File: config.mk
export PLATFORM = sky130hd
export DESIGN_NAME = peak_compressor_adaptive_release
export DESIGN_NICKNAME = d
export VERILOG_FILES = /design/src/sv/pca_pkg.sv /design/src/sv/pca_mul.sv /design/src/sv/pca_gain.sv /design/src/sv/peak_compressor_adaptive_release.sv
export SDC_FILE = /design/constraint.sdc
export NUM_CORES = 2
export LEC_CHECK = 0
export ABC_AREA = 0
export BUFFER_PORTS_ARGS = -buffer_cell sky130_fd_sc_hd__buf_2
export CORE_MARGIN = 2
export CORE_UTILIZATION = 50
export CTS_BUF_LIST = sky130_fd_sc_hd__clkbuf_16
export CTS_CLUSTER_DIAMETER = 40
export CTS_CLUSTER_SIZE = 30
export DETAILED_ROUTE_END_ITERATION = 12
export PLACE_DENSITY = 0.69
export SLEW_MARGIN = 10
export SYNTH_ARGS = -nofsm -noshare
export SYNTH_HDL_FRONTEND = slang
export SYNTH_SLANG_ARGS = --single-unit
export TNS_END_PERCENT = 30
File: constraint.sdc
create_clock -name clk -period 18.3 [get_ports clk]
set_input_delay 0.915 -clock clk [delete_from_list [all_inputs] [get_ports clk]]
set_output_delay 0.915 -clock clk [all_outputs]
set_load 0.02 [all_outputs]
File: src/sv/pca_pkg.sv
// ----------------------------------------------------------------------------
// pca_pkg
// types, constants and tables of the peak compressor
// ----------------------------------------------------------------------------
package pca_pkg;

	localparam int CHANNELS_DEF       = 2;
	localparam int SAMPLE_BITS_DEF    = 24;
	localparam int LOG_TABLE_BITS_DEF = 6;

	// configuration register indexes
	localparam logic [2:0] REG_ENABLED   = 3'd0;
	localparam logic [2:0] REG_THRESHOLD = 3'd1;
	localparam logic [2:0] REG_SCENE     = 3'd2;
	localparam logic [2:0] REG_SLOPE     = 3'd3;
	localparam logic [2:0] REG_MAKEUP    = 3'd4;
	localparam logic [2:0] REG_ATTACK    = 3'd5;
	localparam logic [2:0] REG_SUSTAIN   = 3'd6;
	localparam logic [2:0] REG_TRANSIENT = 3'd7;

	localparam logic [15:0] THRESHOLD_RST = 16'hEE00;
	localparam logic [15:0] SCENE_RST     = 16'h9800;
	localparam logic [16:0] SLOPE_RST     = 17'h18000;
	localparam logic [15:0] ATTACK_RST    = 16'd655;
	localparam logic [15:0] SUSTAIN_RST   = 16'd34;
	localparam logic [15:0] TRANSIENT_RST = 16'd136;

	localparam logic [24:0] PEAK_COEF   = 25'd273;
	localparam logic [24:0] RMS_COEF    = 25'd27;
	localparam logic [24:0] CREST_COEF  = 25'd14;
	localparam logic [24:0] DB_PER_LOG2 = 25'd394566;
	localparam logic [24:0] LOG2_PER_DB = 25'd2786619;

	localparam logic signed [16:0] CREST_ENTER = 17'sd1536;
	localparam logic signed [16:0] CREST_EXIT  = 17'sd768;
	localparam logic signed [16:0] THR_CEIL    = -17'sd256;
	localparam logic signed [16:0] FLOOR_DB    = -17'sd25600;

	localparam int FRAC_BITS = 22;

	localparam logic [17:0] EXP_TAB [17] = '{
		18'd65536, 18'd68438, 18'd71468, 18'd74632, 18'd77936, 18'd81386,
		18'd84990, 18'd88752, 18'd92682, 18'd96785, 18'd101070, 18'd105545,
		18'd110218, 18'd115098, 18'd120194, 18'd125515, 18'd131072
	};

	// request to the shared multiply and round unit
	typedef struct packed {
		logic               go;
		logic signed [33:0] a;
		logic signed [24:0] b;
		logic [5:0]         sh;
		logic               rnd;
	} mul_req_t;

	// log2(1 + k / 2^bits) in q16 by repeated squaring, elaboration only
	function automatic int unsigned log_entry(input int k, input int bits);
		longint unsigned y;
		int unsigned     r;
		r = 0;
		if (k >= (1 << bits)) begin
			return 65536;
		end
		y = longint'((1 << bits) + k) << (30 - bits);
		for (int i = 0; i < 16; i++) begin
			y = (y * y) >> 30;
			r = r << 1;
			if (y >= (64'd1 << 31)) begin
				y = y >> 1;
				r = r | 1;
			end
		end
		return r;
	endfunction

endpackage

File: src/sv/pca_mul.sv
// ----------------------------------------------------------------------------
// pca_mul
// shared signed multiplier with registered product and rounding shift
// ----------------------------------------------------------------------------
module pca_mul (
	input  logic                clk,
	input  logic                arst_n,
	input  pca_pkg::mul_req_t   req,
	output logic signed [58:0]  res
);

	logic [33:0] mag_a;
	logic [24:0] mag_b;
	logic [57:0] prod_q;
	logic        neg_q;
	logic [5:0]  sh_q;
	logic        rnd_q;
	logic [58:0] rounded;
	logic [58:0] shifted;

	assign mag_a = req.a[33] ? 34'(-req.a) : 34'(req.a);
	assign mag_b = req.b[24] ? 25'(-req.b) : 25'(req.b);

	always_ff @(posedge clk or negedge arst_n) begin
		if (!arst_n) begin
			sh_q  <= '0;
			rnd_q <= 1'b0;
			neg_q <= 1'b0;
		end else if (req.go) begin
			sh_q  <= req.sh;
			rnd_q <= req.rnd;
			neg_q <= req.a[33] ^ req.b[24];
		end
	end

	always_ff @(posedge clk) begin
		if (req.go) begin
			prod_q <= 58'(mag_a * mag_b);
		end
	end

	always_comb begin
		rounded = {1'b0, prod_q};
		if (rnd_q && sh_q != 6'd0) begin
			rounded = rounded + (59'd1 << (sh_q - 6'd1));
		end
		shifted = rounded >> sh_q;
		res     = neg_q ? -$signed(shifted) : $signed(shifted);
	end

endmodule

File: src/sv/pca_gain.sv
// ----------------------------------------------------------------------------
// pca_gain
// scales a linear gain product by the power of two and saturates
// ----------------------------------------------------------------------------
module pca_gain #(
	parameter int SAMPLE_BITS = pca_pkg::SAMPLE_BITS_DEF
) (
	input  logic [57:0]                   mag,
	input  logic signed [5:0]             expn,
	input  logic                          neg,
	output logic signed [SAMPLE_BITS-1:0] sample
);

	logic signed [6:0] sh;
	logic [63:0]       m;
	logic [63:0]       lim;

	always_comb begin
		sh  = 7'sd16 - 7'(expn);
		m   = {6'b0, mag};
		lim = (64'd1 << (SAMPLE_BITS - 1)) - (neg ? 64'd0 : 64'd1);
		if (sh > 7'sd0) begin
			m = (m + (64'd1 << (sh - 7'sd1))) >> sh;
		end else begin
			m = m << (-sh);
		end
		if (m > lim) begin
			m = lim;
		end
		sample = neg ? -$signed(SAMPLE_BITS'(m)) : $signed(SAMPLE_BITS'(m));
	end

endmodule

File: src/sv/peak_compressor_adaptive_release.sv
// ----------------------------------------------------------------------------
// peak_compressor_adaptive_release
// stereo peak compressor with crest driven release selection
// ----------------------------------------------------------------------------
// one stereo frame enters on the s_ group, one gained frame leaves on the
// m_ group. s_tready is high only while the sequencer is idle.
// the sequencer drives one shared multiplier through its steps: three
// follower updates, three level to db conversions (five normalize steps,
// an interpolation and a scale each), crest smoothing, gain, exp2 and two
// sample scalings. a compressing word runs all of these steps before
// m_tvalid; a pass-through word (enabled clear) skips them.
// the sequencer holds its last step while m_tvalid waits for m_tready,
// so a stalled receiver stops further words at the input.
// configuration writes on cfg_we take effect at once and are meant to be
// made while idle.
// reset clears the followers, the crest average and the release mode and
// loads the default register values; no clearing pass is needed.
// ----------------------------------------------------------------------------
module peak_compressor_adaptive_release #(
	parameter int CHANNELS       = pca_pkg::CHANNELS_DEF,
	parameter int SAMPLE_BITS    = pca_pkg::SAMPLE_BITS_DEF,
	parameter int LOG_TABLE_BITS = pca_pkg::LOG_TABLE_BITS_DEF,
	localparam int DW            = ((2 * SAMPLE_BITS + 16 + 7) / 8) * 8
) (
	input  logic          clk,
	input  logic          arst_n,
	input  logic          s_tvalid,
	output logic          s_tready,
	input  logic [DW-1:0] s_tdata,   // sample_left, sample_right, scene_stream_db
	input  logic [0:0]    s_tuser,   // scene_stream_present
	output logic          m_tvalid,
	input  logic          m_tready,
	output logic [DW-1:0] m_tdata,   // out_left, out_right, applied_gain_db
	output logic [0:0]    m_tuser,   // transient_active
	input  logic          cfg_we,
	input  logic [2:0]    cfg_index,
	input  logic [16:0]   cfg_data
);

	localparam int SB    = SAMPLE_BITS;
	localparam int LB    = SB - 1;
	localparam int TAB_N = 1 << LOG_TABLE_BITS;
	localparam int RB    = pca_pkg::FRAC_BITS - LOG_TABLE_BITS;
	localparam logic [LB-1:0] MAXMAG = {LB{1'b1}};
	localparam longint FLOOR_RAW = ((64'd1 << (SB - 1)) + 64'd500000) / 64'd1000000;
	localparam logic [LB-1:0] FLOOR_LVL = (FLOOR_RAW < 1) ? LB'(1) : LB'(FLOOR_RAW);

	localparam logic [4:0] ST_IDLE = 5'd0;
	localparam logic [4:0] ST_PEAK = 5'd1;
	localparam logic [4:0] ST_ENV  = 5'd2;
	localparam logic [4:0] ST_PKF  = 5'd3;
	localparam logic [4:0] ST_RMS  = 5'd4;
	localparam logic [4:0] ST_RMSW = 5'd5;
	localparam logic [4:0] ST_NORM = 5'd6;
	localparam logic [4:0] ST_INTP = 5'd7;
	localparam logic [4:0] ST_LGS  = 5'd8;
	localparam logic [4:0] ST_DBR  = 5'd9;
	localparam logic [4:0] ST_CAVG = 5'd10;
	localparam logic [4:0] ST_THR  = 5'd11;
	localparam logic [4:0] ST_GAIN = 5'd12;
	localparam logic [4:0] ST_EXPF = 5'd13;
	localparam logic [4:0] ST_EXPI = 5'd14;
	localparam logic [4:0] ST_MULR = 5'd15;
	localparam logic [4:0] ST_FIN  = 5'd16;
	localparam logic [4:0] ST_PASS = 5'd17;

	localparam logic [1:0] DB_PEAK = 2'd0;
	localparam logic [1:0] DB_RMS  = 2'd1;
	localparam logic [1:0] DB_ENV  = 2'd2;

	logic [4:0] state_q;

	logic                 en_q;
	logic signed [15:0]   thr_q;
	logic signed [15:0]   base_q;
	logic signed [16:0]   slope_q;
	logic signed [15:0]   makeup_q;
	logic [15:0]          attack_q;
	logic [15:0]          sustain_q;
	logic [15:0]          transient_q;

	logic signed [SB-1:0] l_q;
	logic signed [SB-1:0] r_q;
	logic signed [15:0]   scene_q;
	logic                 pres_q;

	logic [LB-1:0]        env_q;
	logic [LB-1:0]        pf_q;
	logic [LB-1:0]        rms_q;
	logic signed [15:0]   crest_q;
	logic                 mode_q;
	logic [LB-1:0]        peak_q;

	logic [31:0]          nv_q;
	logic [4:0]           np_q;
	logic [2:0]           nstep_q;
	logic [1:0]           dbsel_q;
	logic                 zero_q;
	logic [16:0]          t0_q;
	logic signed [16:0]   dbpf_q;
	logic signed [16:0]   envdb_q;
	logic signed [15:0]   applied_q;
	logic signed [5:0]    n_q;
	logic [17:0]          ebase_q;
	logic [17:0]          m_q;
	logic signed [SB-1:0] gl_q;

	logic signed [SB-1:0] ol_q;
	logic signed [SB-1:0] or_q;
	logic signed [15:0]   og_q;
	logic                 ot_q;
	logic                 mvalid_q;

	logic [16:0]          log_tab [TAB_N+1];

	pca_pkg::mul_req_t    req;
	logic signed [58:0]   res;
	logic signed [SB-1:0] gained;
	logic                 gain_neg;

	logic                 s_acc;
	logic                 out_free;
	logic [SB:0]          ml;
	logic [SB:0]          mr;
	logic [SB:0]          pk;
	logic [LB-1:0]        peak;
	logic [LB-1:0]        rl;
	logic [4:0]           shamt;
	logic [LOG_TABLE_BITS:0] ki;
	logic [RB-1:0]        rr;
	logic signed [7:0]    pe;
	logic signed [24:0]   lg;
	logic signed [16:0]   dbr;
	logic signed [16:0]   db;
	logic signed [16:0]   crest;
	logic signed [15:0]   cavg;
	logic signed [16:0]   sthr;
	logic signed [16:0]   thr;
	logic signed [24:0]   gr;
	logic signed [15:0]   applied;
	logic [4:0]           ek;
	logic [17:0]          m_now;
	logic [15:0]          rel_coef;

	for (genvar g = 0; g <= TAB_N; g++) begin : g_log
		assign log_tab[g] = 17'(pca_pkg::log_entry(g, LOG_TABLE_BITS));
	end

	pca_mul u_mul (
		.clk    (clk),
		.arst_n (arst_n),
		.req    (req),
		.res    (res)
	);

	pca_gain #(
		.SAMPLE_BITS (SB)
	) u_gain (
		.mag    (res[57:0]),
		.expn   (n_q),
		.neg    (gain_neg),
		.sample (gained)
	);

	assign s_tready = (state_q == ST_IDLE);
	assign s_acc    = s_tvalid && s_tready;
	assign out_free = !mvalid_q || m_tready;
	assign gain_neg = (state_q == ST_MULR) ? l_q[SB-1] : r_q[SB-1];

	always_comb begin
		ml   = l_q[SB-1] ? (SB+1)'(-$signed({l_q[SB-1], l_q})) : (SB+1)'({1'b0, l_q});
		mr   = '0;
		if (CHANNELS > 1) begin
			mr = r_q[SB-1] ? (SB+1)'(-$signed({r_q[SB-1], r_q})) : (SB+1)'({1'b0, r_q});
		end
		pk   = (ml > mr) ? ml : mr;
		peak = (pk > (SB+1)'(MAXMAG)) ? MAXMAG : pk[LB-1:0];
		rl   = (rms_q > FLOOR_LVL) ? rms_q : FLOOR_LVL;

		case (nstep_q)
			3'd0:    shamt = 5'd16;
			3'd1:    shamt = 5'd8;
			3'd2:    shamt = 5'd4;
			3'd3:    shamt = 5'd2;
			default: shamt = 5'd1;
		endcase

		ki = {1'b0, nv_q[30 -: LOG_TABLE_BITS]};
		rr = nv_q[30-LOG_TABLE_BITS -: RB];
		pe = $signed({3'b0, np_q}) - 8'(SB - 1);
		lg = $signed({8'b0, t0_q}) + $signed(res[24:0]) + $signed({pe[7], pe, 16'b0});
		dbr = res[16:0];
		db  = (zero_q || dbr < pca_pkg::FLOOR_DB) ? pca_pkg::FLOOR_DB : dbr;
		crest = dbpf_q - db;
		cavg  = crest_q + res[15:0];

		sthr = 17'(scene_q) + 17'(base_q);
		if (sthr > pca_pkg::THR_CEIL) begin
			sthr = pca_pkg::THR_CEIL;
		end
		thr = pres_q ? sthr : 17'(thr_q);

		gr = $signed(res[24:0]) + 25'(makeup_q);
		if (gr > 25'sd32767) begin
			applied = 16'sd32767;
		end else if (gr < -25'sd32768) begin
			applied = -16'sd32768;
		end else begin
			applied = gr[15:0];
		end

		ek       = {1'b0, res[15:12]};
		m_now    = ebase_q + res[17:0];
		rel_coef = mode_q ? transient_q : sustain_q;
	end

	always_comb begin
		req     = '0;
		req.rnd = 1'b1;
		req.sh  = 6'd16;
		case (state_q)
			ST_ENV: begin
				req.go = 1'b1;
				req.a  = $signed({{(34-LB){1'b0}}, peak_q}) - $signed({{(34-LB){1'b0}}, env_q});
				req.b  = $signed({9'b0, (peak_q > env_q) ? attack_q : rel_coef});
			end
			ST_PKF: begin
				req.go = 1'b1;
				req.a  = $signed({{(34-LB){1'b0}}, peak_q}) - $signed({{(34-LB){1'b0}}, pf_q});
				req.b  = pca_pkg::PEAK_COEF;
			end
			ST_RMS: begin
				req.go = 1'b1;
				req.a  = $signed({{(34-LB){1'b0}}, peak_q}) - $signed({{(34-LB){1'b0}}, rms_q});
				req.b  = pca_pkg::RMS_COEF;
			end
			ST_INTP: begin
				req.go  = 1'b1;
				req.a   = 34'(log_tab[ki + 1'b1]) - 34'(log_tab[ki]);
				req.b   = 25'(rr);
				req.sh  = 6'(RB);
				req.rnd = 1'b0;
			end
			ST_LGS: begin
				req.go = 1'b1;
				req.a  = 34'(lg);
				req.b  = pca_pkg::DB_PER_LOG2;
				req.sh = 6'd24;
			end
			ST_DBR: begin
				req.go = (dbsel_q == DB_RMS);
				req.a  = 34'(crest) - 34'(crest_q);
				req.b  = pca_pkg::CREST_COEF;
			end
			ST_THR: begin
				req.go = 1'b1;
				req.a  = (envdb_q > thr) ? 34'(envdb_q) - 34'(thr) : 34'sd0;
				req.b  = 25'(slope_q);
			end
			ST_GAIN: begin
				req.go = 1'b1;
				req.a  = 34'(applied);
				req.b  = pca_pkg::LOG2_PER_DB;
			end
			ST_EXPF: begin
				req.go = 1'b1;
				req.a  = 34'(pca_pkg::EXP_TAB[ek + 5'd1]) - 34'(pca_pkg::EXP_TAB[ek]);
				req.b  = 25'(res[11:0]);
				req.sh = 6'd12;
			end
			ST_EXPI: begin
				req.go  = 1'b1;
				req.a   = 34'(ml);
				req.b   = 25'(m_now);
				req.sh  = 6'd0;
				req.rnd = 1'b0;
			end
			ST_MULR: begin
				req.go  = 1'b1;
				req.a   = 34'(mr);
				req.b   = 25'(m_q);
				req.sh  = 6'd0;
				req.rnd = 1'b0;
			end
			default: begin
				req.go = 1'b0;
			end
		endcase
	end

	always_ff @(posedge clk or negedge arst_n) begin
		if (!arst_n) begin
			en_q        <= 1'b1;
			thr_q       <= pca_pkg::THRESHOLD_RST;
			base_q      <= pca_pkg::SCENE_RST;
			slope_q     <= pca_pkg::SLOPE_RST;
			makeup_q    <= '0;
			attack_q    <= pca_pkg::ATTACK_RST;
			sustain_q   <= pca_pkg::SUSTAIN_RST;
			transient_q <= pca_pkg::TRANSIENT_RST;
		end else if (cfg_we) begin
			case (cfg_index)
				pca_pkg::REG_ENABLED:   en_q        <= cfg_data[0];
				pca_pkg::REG_THRESHOLD: thr_q       <= cfg_data[15:0];
				pca_pkg::REG_SCENE:     base_q      <= cfg_data[15:0];
				pca_pkg::REG_SLOPE:     slope_q     <= cfg_data;
				pca_pkg::REG_MAKEUP:    makeup_q    <= cfg_data[15:0];
				pca_pkg::REG_ATTACK:    attack_q    <= cfg_data[15:0];
				pca_pkg::REG_SUSTAIN:   sustain_q   <= cfg_data[15:0];
				pca_pkg::REG_TRANSIENT: transient_q <= cfg_data[15:0];
				default: ;
			endcase
		end
	end

	always_ff @(posedge clk or negedge arst_n) begin
		if (!arst_n) begin
			state_q  <= ST_IDLE;
			env_q    <= '0;
			pf_q     <= '0;
			rms_q    <= '0;
			crest_q  <= '0;
			mode_q   <= 1'b0;
			mvalid_q <= 1'b0;
			nstep_q  <= '0;
			dbsel_q  <= DB_PEAK;
		end else begin
			if (mvalid_q && m_tready) begin
				mvalid_q <= 1'b0;
			end
			case (state_q)
				ST_IDLE: begin
					if (s_acc) begin
						state_q <= ST_PEAK;
					end
				end
				ST_PEAK: state_q <= en_q ? ST_ENV : ST_PASS;
				ST_ENV:  state_q <= ST_PKF;
				ST_PKF: begin
					env_q   <= LB'(env_q + LB'(res));
					state_q <= ST_RMS;
				end
				ST_RMS: begin
					pf_q    <= LB'(pf_q + LB'(res));
					state_q <= ST_RMSW;
				end
				ST_RMSW: begin
					rms_q   <= LB'(rms_q + LB'(res));
					dbsel_q <= DB_PEAK;
					nstep_q <= '0;
					state_q <= ST_NORM;
				end
				ST_NORM: begin
					nstep_q <= nstep_q + 3'd1;
					if (nstep_q == 3'd4) begin
						state_q <= ST_INTP;
					end
				end
				ST_INTP: state_q <= ST_LGS;
				ST_LGS:  state_q <= ST_DBR;
				ST_DBR: begin
					nstep_q <= '0;
					case (dbsel_q)
						DB_PEAK: begin
							dbsel_q <= DB_RMS;
							state_q <= ST_NORM;
						end
						DB_RMS:  state_q <= ST_CAVG;
						default: state_q <= ST_THR;
					endcase
				end
				ST_CAVG: begin
					crest_q <= cavg;
					if (!mode_q && 17'(cavg) > pca_pkg::CREST_ENTER) begin
						mode_q <= 1'b1;
					end else if (mode_q && 17'(cavg) < pca_pkg::CREST_EXIT) begin
						mode_q <= 1'b0;
					end
					dbsel_q <= DB_ENV;
					nstep_q <= '0;
					state_q <= ST_NORM;
				end
				ST_THR:  state_q <= ST_GAIN;
				ST_GAIN: state_q <= ST_EXPF;
				ST_EXPF: state_q <= ST_EXPI;
				ST_EXPI: state_q <= ST_MULR;
				ST_MULR: state_q <= ST_FIN;
				ST_FIN, ST_PASS: begin
					if (out_free) begin
						mvalid_q <= 1'b1;
						state_q  <= ST_IDLE;
					end
				end
				default: state_q <= ST_IDLE;
			endcase
		end
	end

	always_ff @(posedge clk) begin
		if (s_acc) begin
			l_q     <= s_tdata[SB-1:0];
			r_q     <= s_tdata[2*SB-1:SB];
			scene_q <= s_tdata[2*SB+15:2*SB];
			pres_q  <= s_tuser[0];
		end
		case (state_q)
			ST_PEAK: peak_q <= peak;
			ST_RMSW: begin
				nv_q   <= 32'(pf_q);
				zero_q <= (pf_q == '0);
				np_q   <= 5'd31;
			end
			ST_NORM: begin
				if ((nv_q >> (6'd32 - 6'(shamt))) == 32'd0) begin
					nv_q <= nv_q << shamt;
					np_q <= np_q - shamt;
				end
			end
			ST_INTP: t0_q <= log_tab[ki];
			ST_DBR: begin
				case (dbsel_q)
					DB_PEAK: begin
						dbpf_q <= db;
						nv_q   <= 32'(rl);
						zero_q <= 1'b0;
						np_q   <= 5'd31;
					end
					DB_RMS:  ;
					default: envdb_q <= db;
				endcase
			end
			ST_CAVG: begin
				nv_q   <= 32'(env_q);
				zero_q <= (env_q == '0);
				np_q   <= 5'd31;
			end
			ST_GAIN: applied_q <= applied;
			ST_EXPF: begin
				n_q     <= res[21:16];
				ebase_q <= pca_pkg::EXP_TAB[ek];
			end
			ST_EXPI: m_q <= m_now;
			ST_MULR: gl_q <= gained;
			ST_FIN: begin
				if (out_free) begin
					ol_q <= gl_q;
					or_q <= (CHANNELS > 1) ? gained : '0;
					og_q <= applied_q;
					ot_q <= mode_q;
				end
			end
			ST_PASS: begin
				if (out_free) begin
					ol_q <= l_q;
					or_q <= (CHANNELS > 1) ? r_q : '0;
					og_q <= '0;
					ot_q <= mode_q;
				end
			end
			default: ;
		endcase
	end

	assign m_tvalid = mvalid_q;
	assign m_tdata  = DW'({og_q, or_q, ol_q});
	assign m_tuser  = ot_q;

endmodule

==> flow_metrics.env <==
export IMPL_grt_ovfl_total=0
export IMPL_drcViolationCount=0
export IMPL_worst_setup_path_end_kind="register"
export IMPL_track_usage_pct=45.5
export IMPL_final_common_cell="nand2_1"
export IMPL_finClkSkew_ps=127
export IMPL_rows=160
export IMPL_worst_pin_slew_ps=1400
export IMPL_period_share_pct=97.3
export IMPL_initial_core_util_pct=50.2
export IMPL_place_congestion=1.08
export IMPL_cp_required_ps=18790
export IMPL_io_pins=157
export IMPL_routedWlPerCell_um=29.1
export IMPL_synth_top_area_share_pct=15.8
export IMPL_critPathLaunchType="register"
export IMPL_clock_path_buffers=3
export IMPL_setup_tns_ps=0
export IMPL_final_core_util_pct=59.9
export IMPL_drtAntennaViolNets=0
export IMPL_synth_area_leader_cell="fa_1"
export IMPL_place_ws_ps=-688
export IMPL_fmax_mhz=56.2
export IMPL_stdcell_area_um2=114000
export IMPL_reg2reg_from="u_mul.sh_q[4]$_DFFE_PN0P_"
export IMPL_worstSetupPathType="reg -> reg"
export IMPL_status="complete, no violations"
export IMPL_vias=100000
export IMPL_synth_mux_area_fraction_pct=4.87
export IMPL_cp_max_fo=7
export IMPL_drt_first_pass_iters=7
export IMPL_placedInstanceArea_um2=108000
export IMPL_cp_slowest_cell="fa_2"
export IMPL_io_buffers=156
export IMPL_area_growth_pct=19.3
export IMPL_cpMostUsedCell="a21o_1"
export IMPL_path_buf_inv=14
export IMPL_synth_edf_count=379
export IMPL_hold_viol_final=0
export IMPL_ys_types=117
export IMPL_synth_seq_area_share_pct=17.6
export IMPL_ys_dominant_reg_cell="edfxtp_1"
export IMPL_antenna_found_initial=54
export IMPL_fillers=16800
export IMPL_die_area_um2=194000
export IMPL_netlist_area_um2=95300
export IMPL_multi_input_area_um2=74200
export IMPL_finalCriticalPeriod_ps=17810
export IMPL_netlist_instances=11600
export IMPL_critPathLaunch="u_mul.sh_q[4]$_DFFE_PN0P_"
export IMPL_die_h_um=441
export IMPL_path_clk_slew_ps=60
export IMPL_cts_made_buffers=117
export IMPL_hpwl_mm=357
export IMPL_synth_xor_area_share_pct=4.59
export IMPL_grt_max_degree=79
export IMPL_drive_above_1_share_pct=17.1
export IMPL_synth_top_family_by_area="adder cells"
export IMPL_cpPeakStageDelay_ps=580
export IMPL_cts_tree="yes"
export IMPL_synth_adder_area_share_pct=24.7
export IMPL_cap_viol_max_count=0
export IMPL_hold_path_class="in -> async"
export IMPL_ys_ff_latch=595
export IMPL_grt_pass1_vias=97000
export IMPL_nets=14300
export IMPL_slew_viol_final=0
export IMPL_synth_compound_area_share_pct=22.4
export IMPL_synth_simple_area_share_pct=17.9
export IMPL_fin_ws_ps=491
export IMPL_grt_pass1_wl_mm=652
export IMPL_ys_top_cells_by_area="fa_1, edfxtp_1, ha_1, nand2_1, inv_1"
export IMPL_cts_root_buf="clkbuf_16"
export IMPL_async_flop_share_pct=36.3
export IMPL_viasPerCell=6.50
export IMPL_coreArea_um2=190000
export IMPL_wl_mm=450
export IMPL_synth_area_per_cell_um2=8.21
export IMPL_final_cell_mix="nand2_1, inv_1, buf_4, fa_1, nor2_1"
export IMPL_die_w_um=441
export IMPL_max_slew_margin_pct=5.59
export IMPL_ys_warn_count=0
export IMPL_crit_family="compound AO/OA/AOI/OAI gates"
export IMPL_drtIter0Drc=13200
export IMPL_clock_sinks=595
export IMPL_final_seq_area_um2=16800
export IMPL_clkLatencyLatePin_ps=820
export IMPL_arrival_ps=18300
export IMPL_htree_levels=3
export IMPL_setup_violations_final=0
[synth_stat cells (188+ instances only)]
master	number
xnor2_1	335
a21oi_1	681
dfrtp_1	194
and2_1	188
nand3_1	247
nand2_1	1322
edfxtp_1	379
nor2_1	719
ha_1	678
clkbuf_1	544
nor3_1	278
fa_1	750
o21ai_0	624
inv_1	1310
[worst register-to-register path: cells and delay by family, from the launching register on]
kind                     cells  cell delay, ps
XOR/XNOR                     4             550
buffers and inverters       14            1810
adder cells (fa/ha/maj)     11            4430
flip-flops                   1             380
AO/OA/AOI/OAI               38            7770
AND/OR/NAND/NOR             18            2720
[path summary, 6_finish.rpt]
check                                             end  slack, ps  cells past startpoint
setup / recovery           u_mul.prod_q[45]$_DFFE_PP_        490                     85
hold / removal                 nstep_q[0]$_DFFE_PN0P_         90                      1
setup reg to reg           u_mul.prod_q[45]$_DFFE_PP_        490                     85
hold reg to reg              attack_q[11]$_DFFE_PN0P_        500                      1
max in group asynchronous        pf_q[21]$_DFFE_PN0P_      16670                      2
min in group clk                scene_q[12]$_DFFE_PP_        260                      1
[stage by stage]
step	std cells	hold slack (ps)
after floorplan	12000	423
after detailed placement	15100	490
after global placement	15100	481
after CTS	15400	107
after global routing	15400	131
final	15400	91.7
[registers in the layout, indices dropped and copies added, names as in the netlist, 18 cells and up]
name / count
r_q: 24
pf_q: 23
rms_q: 23
u_mul.prod_q: 58
peak_q: 23
env_q: 23
ol_q: 24
or_q: 24
nv_q: 32
l_q: 24
m_q: 18
gl_q: 24
[logic make-up after synthesis]
family,after synthesis
xor gates and xnor gates,499
buffers and inverters,1978
AOI/OAI and AO/OA,3156
other,2
and+or+nand+nor,3577
adders and majority gates,1429
DFF,595
muxes,378
[metal layers]
metal,global-route usage [%],vias up,wire [um]
li1,-,43400,-
met1,57.6,48700,169000
met2,65.8,6494,186000
met3,15.8,1496,58200
met4,29.2,46,35600
met5,0.422,-,460
[timing repair]
item / CTS / global route
setup buffers: 6 / 42
gates resized for setup: 39 / 258
cloned: 0 / 0
endpoints found under the setup margin: 9 / 22
hold buffers: 0 / 0
pin swaps: 7 / 118
[layout make-up]
cell class / count / area share [%]
well taps: 2511 / 2.76
diodes: 31 / 0.0682
repair buffers: 1342 / 8.90
inverters: 1320 / 4.37
clock inverters: 99 / 1.06
clock buffers: 125 / 2.75
multi-input cells: 9408 / 65.3
flip-flops and latches: 595 / 14.8
Power is not shown: default switching activity piles up to over one toggle a cycle in this logic, so the estimate is an artifact.
